===== src/hdl/fpsc_pkg.sv =====
// Shared constants and controller/datapath handshake types for the fractional
// PLL setting calculator. No dependencies.
package fpsc_pkg;

    localparam int PCLK_W    = 20;
    localparam int REF_W     = 20;
    localparam int WORD_W    = 32;
    localparam int MULT_W    = 24;
    localparam int NDIV_W    = 8;
    localparam int OD_W      = 5;
    localparam int FRAC_W    = 18;

    // internal widths: N never exceeds 21, OD never exceeds 18
    localparam int N_W       = 5;
    localparam int VCO_W     = PCLK_W + FRAC_W;
    localparam int PROD_W    = 24;
    localparam int DIVD_W    = PROD_W + FRAC_W;
    localparam int DCNT_W    = $clog2(DIVD_W);

    localparam logic [REF_W-1:0]  REF_RESET   = 20'd33333;
    localparam logic [REF_W-1:0]  REF_MIN_DIV = 20'd5000;
    localparam logic [REF_W-1:0]  REF_MAX_DIV = 20'd50000;
    localparam logic [PCLK_W-1:0] VCO_MIN     = 20'd200000;
    localparam logic [PCLK_W-1:0] VCO_MAX     = 20'd700000;
    localparam logic [N_W-1:0]    N_INIT      = 5'd4;
    localparam logic [OD_W-1:0]   OD_INIT     = 5'd2;

    localparam int FRAC_SHIFT = 14;
    localparam int OD_SHIFT   = 12;
    localparam int N_SHIFT    = 8;

    typedef struct packed {
        logic load_in;
        logic set_err;
        logic n_step;
        logic od_step;
        logic div_load;
        logic div_step;
        logic out_load;
    } dp_cmd_t;

    typedef struct packed {
        logic bad;
        logic n_lo;
        logic n_hi;
        logic od_lo;
        logic od_hi;
        logic div_last;
        logic out_free;
    } dp_status_t;

endpackage


===== src/hdl/fpsc_ifs.sv =====
// Valid/ready channel interfaces: configuration write, request, result.
// Depends on fpsc_pkg.
interface fpsc_cfg_if;
    import fpsc_pkg::*;
    logic              valid;
    logic              ready;
    logic [REF_W-1:0]  ref_clk_khz;
    modport source (output valid, output ref_clk_khz, input ready);
    modport sink (input valid, input ref_clk_khz, output ready);
endinterface

interface fpsc_req_if;
    import fpsc_pkg::*;
    logic              valid;
    logic              ready;
    logic [PCLK_W-1:0] pixel_clk_khz;
    modport source (output valid, output pixel_clk_khz, input ready);
    modport sink (input valid, input pixel_clk_khz, output ready);
endinterface

interface fpsc_res_if;
    import fpsc_pkg::*;
    logic              valid;
    logic              ready;
    logic [WORD_W-1:0] pll_word;
    logic [MULT_W-1:0] mult_int;
    logic [NDIV_W-1:0] pre_div;
    logic [OD_W-1:0]   out_div_exp;
    logic [FRAC_W-1:0] frac_part;
    logic              range_error;
    modport source (output valid, output pll_word, output mult_int, output pre_div,
                    output out_div_exp, output frac_part, output range_error,
                    input ready);
    modport sink (input valid, input pll_word, input mult_int, input pre_div,
                  input out_div_exp, input frac_part, input range_error,
                  output ready);
endinterface


===== src/hdl/fpsc_ctrl.sv =====
// Sequencing state machine: range check, divider searches, long division,
// result hand-off. Depends on fpsc_pkg.
module fpsc_ctrl (
    input  logic                 clk,
    input  logic                 rst_n,
    input  logic                 in_valid,
    output logic                 in_ready,
    input  fpsc_pkg::dp_status_t status,
    output fpsc_pkg::dp_cmd_t    cmd
);
    import fpsc_pkg::*;

    typedef enum logic [5:0] {
        S_IDLE   = 6'b000001,
        S_CHECK  = 6'b000010,
        S_NSRCH  = 6'b000100,
        S_OSRCH  = 6'b001000,
        S_DIV    = 6'b010000,
        S_FINISH = 6'b100000
    } state_t;

    state_t state_reg, state_next;

    always_comb
    begin
        state_next = state_reg;
        cmd        = '0;
        in_ready   = 1'b0;
        case (state_reg)
            S_IDLE:
            begin
                in_ready    = 1'b1;
                cmd.load_in = in_valid;
                if (in_valid)
                    state_next = S_CHECK;
            end
            S_CHECK:
            begin
                if (status.bad)
                begin
                    cmd.set_err = 1'b1;
                    state_next  = S_FINISH;
                end
                else
                    state_next = S_NSRCH;
            end
            S_NSRCH:
            begin
                cmd.n_step = 1'b1;
                if (!status.n_lo && !status.n_hi)
                    state_next = S_OSRCH;
            end
            S_OSRCH:
            begin
                cmd.od_step = 1'b1;
                if (!status.od_lo && !status.od_hi)
                begin
                    cmd.div_load = 1'b1;
                    state_next   = S_DIV;
                end
            end
            S_DIV:
            begin
                cmd.div_step = 1'b1;
                if (status.div_last)
                    state_next = S_FINISH;
            end
            S_FINISH:
            begin
                if (status.out_free)
                begin
                    cmd.out_load = 1'b1;
                    state_next   = S_IDLE;
                end
            end
            default:
            begin
                state_next = S_IDLE;
            end
        endcase
    end

    always_ff @(posedge clk or negedge rst_n)
    begin
        if (!rst_n)
            state_reg <= S_IDLE;
        else
            state_reg <= state_next;
    end

endmodule


===== src/hdl/fpsc_dp.sv =====
// Datapath: reference register, N/OD search registers, restoring divider and
// result output register. Depends on fpsc_pkg.
module fpsc_dp (
    input  logic                         clk,
    input  logic                         rst_n,
    input  fpsc_pkg::dp_cmd_t            cmd,
    output fpsc_pkg::dp_status_t         status,
    input  logic                         cfg_valid,
    input  logic [fpsc_pkg::REF_W-1:0]   cfg_data,
    input  logic [fpsc_pkg::PCLK_W-1:0]  req_pclk,
    input  logic                         res_ready,
    output logic                         res_valid,
    output logic [fpsc_pkg::WORD_W-1:0]  res_word,
    output logic [fpsc_pkg::MULT_W-1:0]  res_mult,
    output logic [fpsc_pkg::NDIV_W-1:0]  res_ndiv,
    output logic [fpsc_pkg::OD_W-1:0]    res_od,
    output logic [fpsc_pkg::FRAC_W-1:0]  res_frac,
    output logic                         res_err
);
    import fpsc_pkg::*;

    logic [REF_W-1:0]  ref_reg;
    logic [PCLK_W-1:0] pclk_reg;
    logic [N_W-1:0]    n_reg;
    logic [OD_W-1:0]   od_reg;
    logic              err_reg;
    logic [REF_W-1:0]  rem_reg, rem_next;
    logic [DIVD_W-1:0] dq_reg, dq_next;
    logic [DCNT_W-1:0] cnt_reg;
    logic              out_valid_reg;

    logic [REF_W:0]    n_lo_lim, n_hi_lim;
    logic [VCO_W-1:0]  vco;
    logic [24:0]       pn;
    logic [DIVD_W:0]   prod_wide;
    logic [REF_W:0]    trial;
    logic              q_bit;
    logic [WORD_W-1:0] word;

    // floor(ref/n) < 5000 <=> ref < 5000n; floor(ref/n) > 50000 <=> ref >= 50001n
    assign n_lo_lim = (REF_W+1)'(REF_MIN_DIV) * (REF_W+1)'(n_reg);
    assign n_hi_lim = (REF_W+1)'(REF_MAX_DIV + 20'd1) * (REF_W+1)'(n_reg);
    assign vco      = VCO_W'(pclk_reg) << od_reg;

    // pclk*N*NO stays below 2^24 once both searches have settled
    assign pn        = 25'(pclk_reg) * 25'(n_reg);
    assign prod_wide = (DIVD_W+1)'(pn) << od_reg;

    assign trial    = {rem_reg, dq_reg[DIVD_W-1]};
    assign q_bit    = trial >= {1'b0, ref_reg};
    assign rem_next = q_bit ? REF_W'(trial - {1'b0, ref_reg}) : trial[REF_W-1:0];
    assign dq_next  = {dq_reg[DIVD_W-2:0], q_bit};

    // quotient holds M in the upper bits and FRAC in the lower FRAC_W bits
    assign word = ({dq_reg[FRAC_W-1:0], 14'd0})
                + (WORD_W'(od_reg) << OD_SHIFT)
                + (WORD_W'(n_reg) << N_SHIFT)
                + WORD_W'(dq_reg[DIVD_W-1:FRAC_W]);

    always_comb
    begin
        status.bad      = (pclk_reg == '0) || (pclk_reg > VCO_MAX) || (ref_reg < REF_MIN_DIV);
        status.n_lo     = {1'b0, ref_reg} < n_lo_lim;
        status.n_hi     = {1'b0, ref_reg} >= n_hi_lim;
        status.od_lo    = vco < VCO_W'(VCO_MIN);
        status.od_hi    = vco > VCO_W'(VCO_MAX);
        status.div_last = cnt_reg == DCNT_W'(DIVD_W - 1);
        status.out_free = !out_valid_reg || res_ready;
    end

    always_ff @(posedge clk or negedge rst_n)
    begin
        if (!rst_n)
        begin
            ref_reg       <= REF_RESET;
            out_valid_reg <= 1'b0;
        end
        else
        begin
            if (cfg_valid)
                ref_reg <= cfg_data;
            if (cmd.out_load)
                out_valid_reg <= 1'b1;
            else if (res_ready)
                out_valid_reg <= 1'b0;
        end
    end

    always_ff @(posedge clk)
    begin
        if (cmd.load_in)
        begin
            pclk_reg <= req_pclk;
            n_reg    <= N_INIT;
            od_reg   <= OD_INIT;
            err_reg  <= 1'b0;
        end
        else
        begin
            if (cmd.set_err)
                err_reg <= 1'b1;
            if (cmd.n_step)
            begin
                if (status.n_lo)
                    n_reg <= n_reg - 1'b1;
                else if (status.n_hi)
                    n_reg <= n_reg + 1'b1;
            end
            if (cmd.od_step)
            begin
                if (status.od_lo)
                    od_reg <= od_reg + 1'b1;
                else if (status.od_hi)
                    od_reg <= od_reg - 1'b1;
            end
        end

        if (cmd.div_load)
        begin
            dq_reg  <= {prod_wide[PROD_W-1:0], {FRAC_W{1'b0}}};
            rem_reg <= '0;
            cnt_reg <= '0;
        end
        else if (cmd.div_step)
        begin
            dq_reg  <= dq_next;
            rem_reg <= rem_next;
            cnt_reg <= cnt_reg + 1'b1;
        end

        if (cmd.out_load)
        begin
            if (err_reg)
            begin
                res_word <= '0;
                res_mult <= '0;
                res_ndiv <= '0;
                res_od   <= '0;
                res_frac <= '0;
            end
            else
            begin
                res_word <= word;
                res_mult <= dq_reg[DIVD_W-1:FRAC_W];
                res_ndiv <= NDIV_W'(n_reg);
                res_od   <= od_reg;
                res_frac <= dq_reg[FRAC_W-1:0];
            end
            res_err <= err_reg;
        end
    end

    assign res_valid = out_valid_reg;

endmodule


===== src/hdl/frac_pll_setting_calc.sv =====
// Fractional PLL setting calculator, top level; uses fpsc_pkg, fpsc_ifs, fpsc_ctrl, fpsc_dp.
// A request passes through the range check, the N search (kN steps, 0..17), the OD
// search (kOD steps, 0..16) and the divider, which dominates; out-of-range requests
// go from the check straight to the result. One request is handled at a time;
// the next is taken the cycle after the result is registered.
// Reset: asynchronous, active low; ref_clk_khz returns to 33333.
module frac_pll_setting_calc (
    input  logic       clk,
    input  logic       rst_n,
    fpsc_cfg_if.sink   cfg,
    fpsc_req_if.sink   request,
    fpsc_res_if.source result
);
    import fpsc_pkg::*;

    dp_cmd_t    cmd;
    dp_status_t status;
    logic       in_ready;

    assign cfg.ready     = 1'b1;
    assign request.ready = in_ready;

    fpsc_ctrl u_ctrl (
        .clk      (clk),
        .rst_n    (rst_n),
        .in_valid (request.valid),
        .in_ready (in_ready),
        .status   (status),
        .cmd      (cmd)
    );

    fpsc_dp u_dp (
        .clk       (clk),
        .rst_n     (rst_n),
        .cmd       (cmd),
        .status    (status),
        .cfg_valid (cfg.valid),
        .cfg_data  (cfg.ref_clk_khz),
        .req_pclk  (request.pixel_clk_khz),
        .res_ready (result.ready),
        .res_valid (result.valid),
        .res_word  (result.pll_word),
        .res_mult  (result.mult_int),
        .res_ndiv  (result.pre_div),
        .res_od    (result.out_div_exp),
        .res_frac  (result.frac_part),
        .res_err   (result.range_error)
    );

    // a held result is never overwritten
    a_load_free: assert property (@(posedge clk) disable iff (!rst_n)
        cmd.out_load |-> status.out_free)
        else $error("result register overwritten while held");

    // no request transaction while the searches or the divider are busy
    a_idle_div: assert property (@(posedge clk) disable iff (!rst_n)
        in_ready |-> !cmd.div_step && !cmd.n_step && !cmd.od_step)
        else $error("request taken while computation active");

    a_err_zero: assert property (@(posedge clk) disable iff (!rst_n)
        result.valid && result.range_error |->
            result.pll_word == '0 && result.mult_int == '0 && result.pre_div == '0
            && result.out_div_exp == '0 && result.frac_part == '0)
        else $error("error result carries nonzero fields");

    a_ndiv_nz: assert property (@(posedge clk) disable iff (!rst_n)
        result.valid && !result.range_error |-> result.pre_div != '0)
        else $error("valid result with zero input divider");

endmodule

===== src/flat_wrapper.sv =====
// flat-port wrapper written by rule: the top's interface ports become plain ports
module frac_pll_setting_calc_flat import fpsc_pkg::*;
  (clk, rst_n, cfg_valid, cfg_ref_clk_khz, cfg_ready, request_valid, request_pixel_clk_khz, request_ready, result_valid, result_pll_word, result_mult_int, result_pre_div, result_out_div_exp, result_frac_part, result_range_error, result_ready);
  fpsc_cfg_if cfg_i ();
  fpsc_req_if request_i ();
  fpsc_res_if result_i ();
  input  logic clk;
  input  logic rst_n;
  input wire logic [$bits(cfg_i.valid)-1:0] cfg_valid;
  input wire logic [$bits(cfg_i.ref_clk_khz)-1:0] cfg_ref_clk_khz;
  output wire logic [$bits(cfg_i.ready)-1:0] cfg_ready;
  input wire logic [$bits(request_i.valid)-1:0] request_valid;
  input wire logic [$bits(request_i.pixel_clk_khz)-1:0] request_pixel_clk_khz;
  output wire logic [$bits(request_i.ready)-1:0] request_ready;
  output wire logic [$bits(result_i.valid)-1:0] result_valid;
  output wire logic [$bits(result_i.pll_word)-1:0] result_pll_word;
  output wire logic [$bits(result_i.mult_int)-1:0] result_mult_int;
  output wire logic [$bits(result_i.pre_div)-1:0] result_pre_div;
  output wire logic [$bits(result_i.out_div_exp)-1:0] result_out_div_exp;
  output wire logic [$bits(result_i.frac_part)-1:0] result_frac_part;
  output wire logic [$bits(result_i.range_error)-1:0] result_range_error;
  input wire logic [$bits(result_i.ready)-1:0] result_ready;
  assign cfg_i.valid = cfg_valid;
  assign cfg_i.ref_clk_khz = cfg_ref_clk_khz;
  assign cfg_ready = cfg_i.ready;
  assign request_i.valid = request_valid;
  assign request_i.pixel_clk_khz = request_pixel_clk_khz;
  assign request_ready = request_i.ready;
  assign result_valid = result_i.valid;
  assign result_pll_word = result_i.pll_word;
  assign result_mult_int = result_i.mult_int;
  assign result_pre_div = result_i.pre_div;
  assign result_out_div_exp = result_i.out_div_exp;
  assign result_frac_part = result_i.frac_part;
  assign result_range_error = result_i.range_error;
  assign result_i.ready = result_ready;
  frac_pll_setting_calc u_core (.clk(clk), .rst_n(rst_n), .cfg(cfg_i), .request(request_i), .result(result_i));
endmodule

===== config.mk =====
export PLATFORM = sky130hd
export DESIGN_NAME = frac_pll_setting_calc_flat
export DESIGN_NICKNAME = d
export VERILOG_FILES = /design/src/hdl/fpsc_pkg.sv /design/src/hdl/fpsc_ifs.sv /design/src/hdl/fpsc_ctrl.sv /design/src/hdl/fpsc_dp.sv /design/src/hdl/frac_pll_setting_calc.sv /design/src/flat_wrapper.sv
export SDC_FILE = /design/constraint.sdc
export NUM_CORES = 1
export LEC_CHECK = 0
export CAP_MARGIN = 20
export CELL_PAD_IN_SITES_DETAIL_PLACEMENT = 1
export CELL_PAD_IN_SITES_GLOBAL_PLACEMENT = 2
export CORE_MARGIN = 2
export CORE_UTILIZATION = 46
export CTS_BUF_LIST = sky130_fd_sc_hd__clkbuf_8
export DETAILED_ROUTE_END_ITERATION = 8
export DONT_BUFFER_PORTS = 1
export GPL_ROUTABILITY_DRIVEN = 0
export PLACE_DENSITY = 0.95
export SLEW_MARGIN = 20
export SYNTH_ARGS = -nofsm -noshare
export SYNTH_HDL_FRONTEND = slang
export SYNTH_SLANG_ARGS = --single-unit

===== constraint.sdc =====
create_clock -name clk -period 16.1 [get_ports clk]
set_input_delay 2.415 -clock clk [delete_from_list [all_inputs] [get_ports clk]]
set_output_delay 2.415 -clock clk [all_outputs]
set_load 0.01 [all_outputs]

==> results.rst <==
.. list-table::
   :header-rows: 1

   * - Metric
     - Value
   * - Most used DFF post-synth
     - edfxtp_1
   * - # port buffers
     - 0
   * - Internal portion of total power
     - 1.59 mW
   * - Via Count
     - 14.9k
   * - CP Data Arrival Time
     - 6590 ps
   * - Antenna violations before repair
     - 0
   * - Gate Count Post-Synth
     - 1992
   * - Outcome
     - finished, final reports clean
   * - Clock H-tree levels
     - 2
   * - Startpoint of the most critical register-to-register path
     - u_core.u_dp.n_reg[4]$_SDFFE_PP0P_
   * - Total negative setup slack
     - 0 ps
   * - Sequential Power Share
     - 0.247
   * - Largest net degree at the start of global routing
     - 75
   * - Type of the most critical hold path
     - reg2reg
   * - R2R Path End
     - u_core.u_dp.n_reg[4]$_SDFFE_PP0P_
   * - Total grt overflow
     - 0
   * - Kind of start point of the critical path
     - register
   * - Die height
     - 202 µm
   * - Number of DRC markers after the initial detailed-route iteration
     - 1045
   * - Worst reg2reg setup slack
     - between 9000 and 10000 ps
   * - Post-Syn Area per Cell
     - 9.09 µm²
   * - Switching power of the nets
     - about 1.4 mW
   * - Setup repair after global routing missed its margin
     - false
   * - Clock share of power
     - 0.178
   * - Hold depth
     - 2
   * - Worst slack on hold paths
     - 489 ps
   * - Post-Syn Area
     - approximately 18000 µm²
   * - Leakage power
     - 8.26 nW
   * - Final number of max-transition violations
     - 0
   * - Number of buffers inserted by post-CTS setup repair
     - 0
   * - Vias in the first global route
     - 15.6k
   * - Die W
     - 202 µm
   * - Peak supply drop
     - 0.0749 mV
   * - Synth async-reset ratio
     - 0.133
   * - Source-to-sink clock delay at the later pin of the worst-skew pair
     - 600 ps
   * - Routed Wire Length
     - 53900 µm
   * - Die area
     - 41000 µm²
   * - Sinks on Clock Net
     - 203
   * - Top-Level Pins
     - 136
   * - Count of endpoints failing setup in the final report
     - 0
   * - Switching power share of the total
     - 0.470
   * - Post-synthesis cell type with the largest combined area
     - edfxtp_1
   * - Time the final worst path needs with I/O delays and setup
     - 6100 ps
   * - Pre-CTS setup slack
     - 9850 ps
   * - Number of standard-cell rows in the floorplan
     - 72
   * - Critical Path Fanout Max
     - 20
   * - Sum of internal, switching and leakage power
     - 3.00 mW
   * - Pre-antenna DRT Iters
     - 5
   * - Post-detailed-route via-to-cell ratio
     - 5.99
   * - Highest clock rate
     - 0.164 GHz
   * - Overall routing resource usage
     - 0.263
   * - Multi-input gate area
     - 11600 µm²
   * - Setup CP Type
     - reg2reg
   * - WP data required
     - 16590 ps
   * - Post-route standard cell area excluding fillers
     - 19200 µm²
   * - Distinct cell type count of the synthesized netlist
     - 87
   * - Total area of sequential cells
     - roughly 5400 µm²
   * - Library cell used as clock root buffer
     - clkbuf_8
   * - Kind of end point of the critical path
     - register
   * - Antenna diode count
     - 0
   * - Dpl hpwl
     - 40600 µm
   * - Filler-free cell count of the finished design
     - around 2.5k
   * - Initial standard-cell utilization of the core
     - 0.468
   * - Cts repair resizes
     - 0
   * - Post-route clock period utilization
     - 0.379
   * - Hold Path Sink
     - u_core.u_dp.cnt_reg[5]$_SDFFE_PP0N_
   * - Fraction of layout instances using a drive strength above 1
     - 0.0742
   * - FF+latch count, synth
     - 203
   * - Clock tree from TritonCTS
     - yes
   * - Fraction of the yosys area taken by sequential cells
     - 0.299
   * - Total power per unit cell area
     - 157 nW/µm²
   * - Core area
     - 38700 µm²
   * - Count of nets after finishing
     - ~2.2k
   * - Clock skew
     - about 28 ps
   * - Instance count after placement with tap cells included
     - 2415
   * - TritonCTS Buffers
     - 39
   * - Area fraction of the dominant cell type after synthesis
     - 0.201
   * - Ranking of synthesized cells by area
     - edfxtp_1, ha_1, fa_1
   * - Final WS setup
     - 10000 ps
   * - Tightest slew margin relative to the limit
     - 0.304
   * - Yosys warning total
     - 0
   * - Number of hold buffers added after CTS
     - 0
   * - First-pass GRT wire length
     - approximately 86000 µm
   * - Area after DPL
     - ~18000 µm²
   * - Final Hold Violating Endpoints
     - 0
   * - Number of cell instances on the worst register-to-register path
     - 25
   * - Combinational Power Share
     - 0.575
   * - Core Util, Final
     - 0.495
   * - Post-synth EDFFs
     - 121
   * - Final-layout fill cell count
     - 4464
   * - Clock-pin slew of the registers on the worst-case setup and hold paths
     - roughly 60 ps
   * - Transition time at the pin with the least slew margin
     - slightly above 1000 ps
   * - Max FFs per register
     - 42
   * - Area delta synth->final
     - 5.91%
   * - Routed length per instance
     - 21.7 µm
   * - Max-Cap Viols
     - 0
   * - Worst hold start
     - u_core.u_dp.cnt_reg[5]$_SDFFE_PP0N_
   * - Maximum buffer depth of the clock tree
     - 3
   * - Number of nets with antenna violations after routing
     - 0
   * - DRC violation count after routing
     - 0
[power groups by stage]
stage | sequential, mW | clock [mW] | combinational, mW
finish | 0.741 | 0.535 | 1.73
global route | 0.749 | 0.568 | 1.92
CTS | 0.739 | 0.547 | 1.72
detailed placement | 0.749 | 0 | 1.71
global placement | 0.746 | 0 | 1.64
floorplan | 0.689 | 0 | 1.29
[Yosys cell counts (52+ instances only)]
library cell / n
mux2i_1: 62
inv_1: 159
clkbuf_1: 74
ha_1: 171
and2_1: 75
o21ai_0: 119
edfxtp_1: 121
nand2_1: 198
xnor2_1: 52
nor2b_1: 61
a21oi_1: 111
fa_1: 66
dfxtp_1: 55
nor2_1: 128
[how the worst max path moves through the flow]
stage	to	slack [ps]	depth (start not counted)	startpoint
after floorplan	u_core.u_dp.res_err$_DFFE_PP_	9610	2	result_ready
after global placement	u_core.u_dp.n_reg[1]$_SDFFE_PP0P_	10140	25	u_core.u_dp.n_reg[4]$_SDFFE_PP0P_
after detailed placement	u_core.u_dp.n_reg[1]$_SDFFE_PP0P_	9850	25	u_core.u_dp.n_reg[4]$_SDFFE_PP0P_
after CTS	u_core.u_dp.n_reg[1]$_SDFFE_PP0P_	9780	25	u_core.u_dp.n_reg[4]$_SDFFE_PP0P_
after global routing	u_core.u_dp.n_reg[4]$_SDFFE_PP0P_	9370	25	u_core.u_dp.n_reg[4]$_SDFFE_PP0P_
final	u_core.u_dp.n_reg[4]$_SDFFE_PP0P_	10000	25	u_core.u_dp.n_reg[4]$_SDFFE_PP0P_
[worst max-delay path, cell delays in order (launching register included)]
cell and delay, ps:
dfxtp_1 570, buf_4 320, inv_1 200, fa_1 600, inv_1 60, ha_1 290, ha_1 290, ha_1 310
a21oi_1 220, o21bai_1 90, a21oi_1 230, o21bai_1 100, a21oi_1 220, xnor2_1 110, ha_1 210, nor2_1 120
nand2_1 60, o21ai_0 540, inv_1 130, fa_1 430, inv_1 80, a21o_1 100, a21oi_1 70, xor2_1 150
or3_1 330, a21oi_1 150
[logic make-up after synthesis]
family,synth area share
AND/OR/NAND/NOR,0.174
flip-flops,0.299
AO/OA/AOI/OAI,0.165
XOR/XNOR,0.0401
adder cells (fa/ha/maj),0.191
multiplexers,0.0672
other,0.000415
buffers and inverters,0.0631
[layout make-up]
cell class	instances	share of cell area
multi-input cells	1514	0.604
clock buffers	40	0.0287
repair buffers	18	0.00704
inverters	162	0.0317
well taps	518	0.0338
flip-flops and latches	203	0.283
clock inverters	31	0.0125
[metal layers]
metal | vias to the layer above | routed length, µm | track usage
met2 | 458 | 25400 | 0.439
met5 | - | 0 | 0
met4 | 0 | 1340 | 0.0792
met1 | 7356 | 24200 | 0.354
li1 | 6979 | - | -
met3 | 91 | 2950 | 0.0385
[placed cells by master (no fill, tap or decap), types with 62 or more instances in the layout]
| cell | count |
|---|---|
| and2_1 | 75 |
| o21ai_0 | 118 |
| mux2i_1 | 62 |
| nand2_1 | 198 |
| edfxtp_1 | 121 |
| a21oi_1 | 110 |
| fa_1 | 66 |
| ha_1 | 171 |
| inv_1 | 163 |
| nor2_1 | 128 |
Power figures use the tool's default switching activity.
